### config.mk
export PLATFORM = sky130hd
export DESIGN_NAME = ssha_ram
export DESIGN_NICKNAME = d
export VERILOG_FILES = /design/src/rtl/assert_macros.svh /design/src/rtl/ssha_ram.sv
export SDC_FILE = /design/constraint.sdc
export NUM_CORES = 1
export LEC_CHECK = 0
export BUFFER_PORTS_ARGS = -buffer_cell sky130_fd_sc_hd__buf_2
export CORE_MARGIN = 2
export CORE_UTILIZATION = 40
export DETAILED_ROUTE_END_ITERATION = 12
export HOLD_SLACK_MARGIN = 0.02
export SETUP_SLACK_MARGIN = 0.4
export SYNTH_ARGS = -nofsm -noshare
export SYNTH_HDL_FRONTEND = slang
export SYNTH_SLANG_ARGS = --single-unit
### constraint.sdc
create_clock -name clk -period 5.95 [get_ports clk]
set_clock_uncertainty 0.05 [all_clocks]
set_input_delay 1.785 -clock clk [delete_from_list [all_inputs] [get_ports clk]]
set_output_delay 1.785 -clock clk [all_outputs]
set_load 0.01 [all_outputs]
### src/rtl/assert_macros.svh
// Assertion macros used by the top-level RTL file.
// No dependencies; compiled away when SYNTHESIS is defined.
`ifndef ASSERT_MACROS_SVH
`define ASSERT_MACROS_SVH
`ifndef SYNTHESIS
`define SSHA_ASSERT(lbl, clk, rstn, prop) \
    lbl: assert property (@(posedge clk) disable iff (!rstn) prop) else $error("%m failed");
`define SSHA_NEVER(lbl, clk, rstn, expr) \
    lbl: assert property (@(posedge clk) disable iff (!rstn) !(expr)) else $error("%m failed");
`else
`define SSHA_ASSERT(lbl, clk, rstn, prop)
`define SSHA_NEVER(lbl, clk, rstn, expr)
`endif
`endif

### src/rtl/ssha_ram.sv
// Generic simple dual-port RAM, one write and one registered read port.
// No dependencies.
module ssha_ram #(
    parameter int WIDTH = 8,
    parameter int DEPTH = 16,
    localparam int AW = (DEPTH > 1) ? $clog2(DEPTH) : 1
) (
    input  logic             clk,
    input  logic             we,
    input  logic [AW-1:0]    waddr,
    input  logic [WIDTH-1:0] wdata,
    input  logic [AW-1:0]    raddr,
    output logic [WIDTH-1:0] rdata
);
    logic [WIDTH-1:0] mem [DEPTH];

    always_ff @(posedge clk)
    begin
        if (we)
        begin
            mem[waddr] <= wdata;
        end
        rdata <= mem[raddr];
    end
endmodule

==> results of run 1 <==
## worst min path at each step
stage,from,to,depth (start not counted)
finish,mem[12][5],rdata[5],3
global route,mem[14][5],rdata[5],3
CTS,mem[3][5],rdata[5],3
detailed placement,mem[4][2],rdata[2],3
global placement,mem[7][2],rdata[2],3
floorplan,mem[7][0],rdata[0],3
## synth_stat cells, drive strengths merged
master	number	area [µm²]
or3b	1	8.76
nand2	9	33.8
nand2b	2	12.5
nor2	13	48.8
edfxtp	128	3840
nor3	4	20.0
and2b	1	7.51
nand3b	2	15.0
buf	7	56.3
and2	1	6.26
nand3	1	5.00
nor2b	1	6.26
clkdlybuf4s25	3	30.0
mux4	32	773
a22oi	16	120
dfxtp	8	160
## kinds of logic (layout without fill, tap and decap cells)
| group | after synthesis | in the layout | synth area share [%] |
|---|---|---|---|
| AND/OR/NAND/NOR | 35 | 35 | 3.18 |
| buffers and inverters | 10 | 60 | 1.68 |
| multiplexers | 32 | 32 | 15.0 |
| flip-flops | 136 | 136 | 77.8 |
| AO/OA/AOI/OAI | 16 | 16 | 2.33 |
## power breakdown
part,switching (mW),internal (mW),total [mW],leakage [nW]
registers,0.00741,1.07,1.08,1.22
logic,0.0566,0.0388,0.0954,0.488
clock network,0.363,0.669,1.03,0.296
total,0.427,1.78,2.21,2.01
## worst register-to-register path, delay by kind of cell, from the launching register on
family / cells / cell delay (ns)
flip-flops: 1 / 0.37
AND/OR/NAND/NOR: 1 / 0.13
multiplexers: 1 / 0.54
AO/OA/AOI/OAI: 1 / 0.22
## registers in the layout, summed over array words and instances (netlist names)
register / count
rdata: 8
mem: 128
## layout make-up
type	instances	area (µm²)
fill	1018	6540
clock buffer	24	502
timing repair buffer	28	148
clock inverter	8	92.6
sequential	136	4000
tap	172	215
multi-input combinational	83	1070
## per-stage QoR
| step | hold WS (ns) | setup WS (ns) | total power [mW] | utilization [%] |
|---|---|---|---|---|
| 2_1_floorplan | 0.579 | 2.62 | 1.15 | - |
| 3_3_place_gp | 0.597 | 2.13 | 1.19 | 43.2 |
| 3_5_place_dp | 0.607 | 2.13 | 1.20 | 43.2 |
| 4_1_cts | 0.631 | 2.53 | 2.22 | 48.0 |
| 5_1_grt | 0.666 | 2.43 | 2.27 | 48.0 |
| 6_report | 0.627 | 2.52 | 2.21 | 48.0 |
## metal layers
| layer | GRT usage (%) | wire length, µm | vias up |
|---|---|---|---|
| li1 | - | - | 1049 |
| met1 | 19.9 | 4370 | 1253 |
| met2 | 24.9 | 4880 | 55 |
| met3 | 4.33 | 433 | 11 |
| met4 | 5.65 | 129 | 0 |
| met5 | 0 | 0 | - |
==> results.cfg, run 1 <==
[grt]
grt_pass1_wl_mm = 15.1
antenna_found_initial = 0
grt_max_degree = 33
overflow = 0
track_usage_pct = 15.4
grt_pass1_vias = 2417

[worst_setup_path]
cp-startpoint = raddr[0]
path_cells = buf_2, buf_4, mux4_1, a22oi_1, nand2_1
cp_num_buf_inv = 2
reg2reg_from = mem[5][3]
cp_slowest_cell = buf_2
crit_path_max_fanout = 25
arrival_ns = 3.67
startpoint_type = input port
critical_path.top_delay_family = buffers and inverters
cp-end-kind = flop
required_ns = 6.19
r2r_end = rdata[3]
critPathKind = input port to flop
max_stage_delay_ns = 0.65
crit_end = rdata[1]
cp_num_cells = 5
reg2reg_depth = 3
reg2reg_slack_ns = 4.52

[die]
rows = 41
die_w_um = 117
die-height_um = 117
dieArea_um2 = 13800
initial_core_util_pct = 41.0
core_area_um2 = 12600
num_io_pins = 26

[timing]
relSlewSlack_pct = 34.4
setup_violations = 0
period_needed_ns = 3.43
final_hold_viol_count = 0
rsz0062_at_grt = no
maxSlewViolCount = 0
finalSetupTns_ns = 0
fmax_mhz = 292
fin_crit_sh_pct = 57.6
max_slew.worst_pin.slew_ns = 0.981

[finish]
drive_gt1_share_pct = 28.3
fin_area_um2 = 6030
final_common_cell = edfxtp_1
layout_common_cells = edfxtp_1 (128), buf_2 (25), mux4_2 (18)
n_antenna_cell = 0
layoutNonFillerInstCount = 451
num-nets-final = 284
syn_to_final_growth_pct = 17.1

[synth]
syn_nets = 247
synth-warning-count = 0
yosysSeqAreaShare_pct = 77.8
yosysUniqueCellTypes = 19
netlist_area_um2 = 5150
ys_ff_latch = 136
avgSynthCellArea_um2 = 22.5
syn_inst = 229

[placement]
post-dp-hpwl_mm = 6.12
dp.cells = 419
place_area_um2 = 5430
numPortBuffers = 25
gp_congestion = 0.723

[drt]
wl_per_cell_um = 21.8
drc = 0
drt_iter0_drc = 253
drt-vias-per-instance = 5.25
vias = 2368
first_pass_iters = 6
ant_nets = 0
drt-total-wl_mm = 9.82

[cts]
cts_root_buf = clkbuf_16
cts_sinks = 136
post-cts-setup-buffer-count = 0
worstSkewPairLatency_ns = 0.41
h-tree-depth = 4
hold_buffers = 0
cts_tree = yes
clk_pin_slew_ns = 0.06
cts_buffer_depth = 2
numCtsBuffers = 17
cts-resized-gates = 0

[run_status]
run_status = complete, no violations

[power_and_ir_drop]
leakage_nw = 2.01
power.density_nw_per_um2 = 366
vdd_drop_max_v = 0.000199

[job]
maxCapViolations = 0

[hold_path]
hold_path.class = flop to flop
(Power assumes the default switching activity.)
==> run 2: changes to the inputs <==
ABC_AREA = 1   (was default)
clock period = 3.1 ns   (was 5.95 ns; I/O delays follow)
==> run 2 against run 1 <==
Global-route usage up 3.0 points. Final area grew 9.2%. Cell count increased by 70%. Largest cell class unchanged. Highest routed layer unchanged.
==> results.cfg, run 2 <==
[run_status]
run_status = complete, no violations

[drt]
vias = 3775
drt_iter0_drc = 270
first_pass_iters = 5
wl_per_cell_um = 16.8
drt-total-wl_mm = 12.9
ant_nets = 0
drt-vias-per-instance = 4.92
drc = 0

[cts]
h-tree-depth = 4
worstSkewPairLatency_ns = 0.42
cts_sinks = 136
cts-resized-gates = 0
hold_buffers = 0
cts_buffer_depth = 2
cts_tree = yes
post-cts-setup-buffer-count = 0
numCtsBuffers = 17
clk_pin_slew_ns = 0.06
cts_root_buf = clkbuf_16

[power_and_ir_drop]
leakage_nw = 2.82
power.density_nw_per_um2 = 652
p_seq_share_pct = 48.2
clockPowerShare_pct = 46.0
vdd_drop_max_v = 0.000398
p_switching_mw = 0.924
netSwitchingFraction_pct = 21.5
internal-power_mw = 3.37
power_frac_comb_pct = 5.8

[grt]
grt_max_degree = 65
track_usage_pct = 18.3
overflow = 0
grt_pass1_vias = 3581
antenna_found_initial = 0
grt_pass1_wl_mm = 20.3

[die]
rows = 43
initial_core_util_pct = 41.2
dieArea_um2 = 15400
die_w_um = 124
die-height_um = 124
core_area_um2 = 14000
num_io_pins = 26

[placement]
numPortBuffers = 25
post-dp-hpwl_mm = 7.91
place_area_um2 = 6000
dp_slack_ns = 0.660
gp_congestion = 0.837

[job]
maxCapViolations = 0

[synth]
synth_edf_count = 128
synth_top_cells_by_area = edfxtp_1 (67%), nand2_1 (11%), nand3_1 (8.4%), inv_1 (6.5%), dfxtp_1 (2.8%)
syn_nets = 569
syn_inst = 551
netlist_area_um2 = 5770
yosysUniqueCellTypes = 12
yosysSeqAreaShare_pct = 69.4
synth-warning-count = 0
async_flop_share_pct = 0
ys_top_cells_by_count = nand2_1 (173), edfxtp_1 (128), inv_1 (100)
yosys.area.top_type_share_pct = 66.7
ys_ff_latch = 136
synth_most_common_cell = nand2_1
avgSynthCellArea_um2 = 10.5
synth_ff_type = edfxtp_1
yosys.area.top_type = edfxtp_1

[timing]
rsz0062_at_grt = no
fin_crit_sh_pct = 64.8
final_hold_viol_count = 0
finalWorstSetupSlack_ns = 1.09
relSlewSlack_pct = 42.5
fmax_mhz = 498
max_slew.worst_pin.slew_ns = 0.859
setup_violations = 0
period_needed_ns = 2.01
maxSlewViolCount = 0
finalSetupTns_ns = 0

[finish]
drive_gt1_share_pct = 10.2
fillers = 1311
layout_common_cells = nand2_1 (173), edfxtp_1 (128), inv_1 (100)
top_register = mem
syn_to_final_growth_pct = 14.2
reg.largest.list = mem: 128 flops, rdata: 8 flops
largest_reg_flops = 128
num-nets-final = 594
fin_area_um2 = 6590
final_common_cell = nand2_1
n_antenna_cell = 0

[worst_setup_path]
cp-end-kind = flop
crit_path_max_fanout = 8
critPathKind = input port to flop
reg2reg_depth = 6
r2r_end = rdata[5]
startpoint_type = input port
reg2reg_slack_ns = 2.00
reg2reg_from = mem[11][5]
arrival_ns = 2.00
required_ns = 3.09

[hold_path]
hp-start = mem[12][1]
hold_end = rdata[1]
hold_path.class = flop to flop
hold_depth = 6
==> run 2: cell count changes after synthesis, sizes merged, moves of 3 or more <==
cell / change
inv: +102
nor2: +4
buf: +17
nand2: +164
nand3: +96
nor3: -4
mux4: -32
a22oi: -16
clkdlybuf4s25: -3
==> run 2: cell families (layout without fill, tap and decap cells) <==
| logic type | after synthesis | after routing | synth area share (%) |
|---|---|---|---|
| simple gates | 289 | 289 | 21.0 |
| flops | 136 | 136 | 69.4 |
| buf+inv | 126 | 163 | 9.52 |
==> run 2: worst max path at each step <==
stage	start	endpoint	slack [ns]	cells past startpoint
after detailed placement	waddr[3]	mem[6][1]	0.66	3
after global placement	waddr[3]	mem[7][0]	0.66	3
final	waddr[3]	mem[6][1]	1.09	3
after global routing	waddr[3]	mem[6][1]	1.03	3
after floorplan	waddr[2]	mem[10][0]	1.17	2
after CTS	waddr[3]	mem[6][4]	1.10	3
==> run 2: routing by layer <==
layer  wire (µm)  global-route usage (%)  vias to the layer above
li1            -                       -                     1822
met1        5800                    25.4                     1780
met2        5900                    27.0                      157
met3         885                    5.72                       16
met4         289                    6.95                        0
met5           0                       0                        -
==> run 2: worst max-delay path, cell delays in order <==
cell	delay, ns
buf_2	0.12
nand3b_1	0.25
nor2_1	0.70
==> run 2: final cells by class <==
type                            count  area (µm²)  area share [%]
Tap cell                          180         225            3.42
Inverter                          102         383            5.81
Clock buffer                       17         425            6.46
Multi-Input combinational cell    289        1210            18.4
Clock inverter                     14         159            2.41
Timing Repair Buffer               30         175            2.66
Sequential cell                   136        4000            60.8
==> run 2: power groups by stage <==
stage	Sequential [mW]	Clock, mW	Combinational (mW)
after global placement	2.11	0	0.246
after CTS	2.07	2.01	0.250
after global routing	2.07	2.09	0.278
final	2.07	1.98	0.248
after floorplan	2.11	0	0.145
after detailed placement	2.11	0	0.249
==> run 2: through the flow <==
step / std cells / hold slack, ns / total power, mW / util (%)
5_1_grt: 768 / 0.692 / 4.44 / 47.1
3_5_place_dp: 737 / 0.611 / 2.36 / 42.9
2_1_floorplan: 551 / 0.557 / 2.25 / -
3_3_place_gp: 737 / 0.594 / 2.36 / 42.9
6_report: 768 / 0.627 / 4.30 / 47.1
4_1_cts: 768 / 0.630 / 4.33 / 47.1
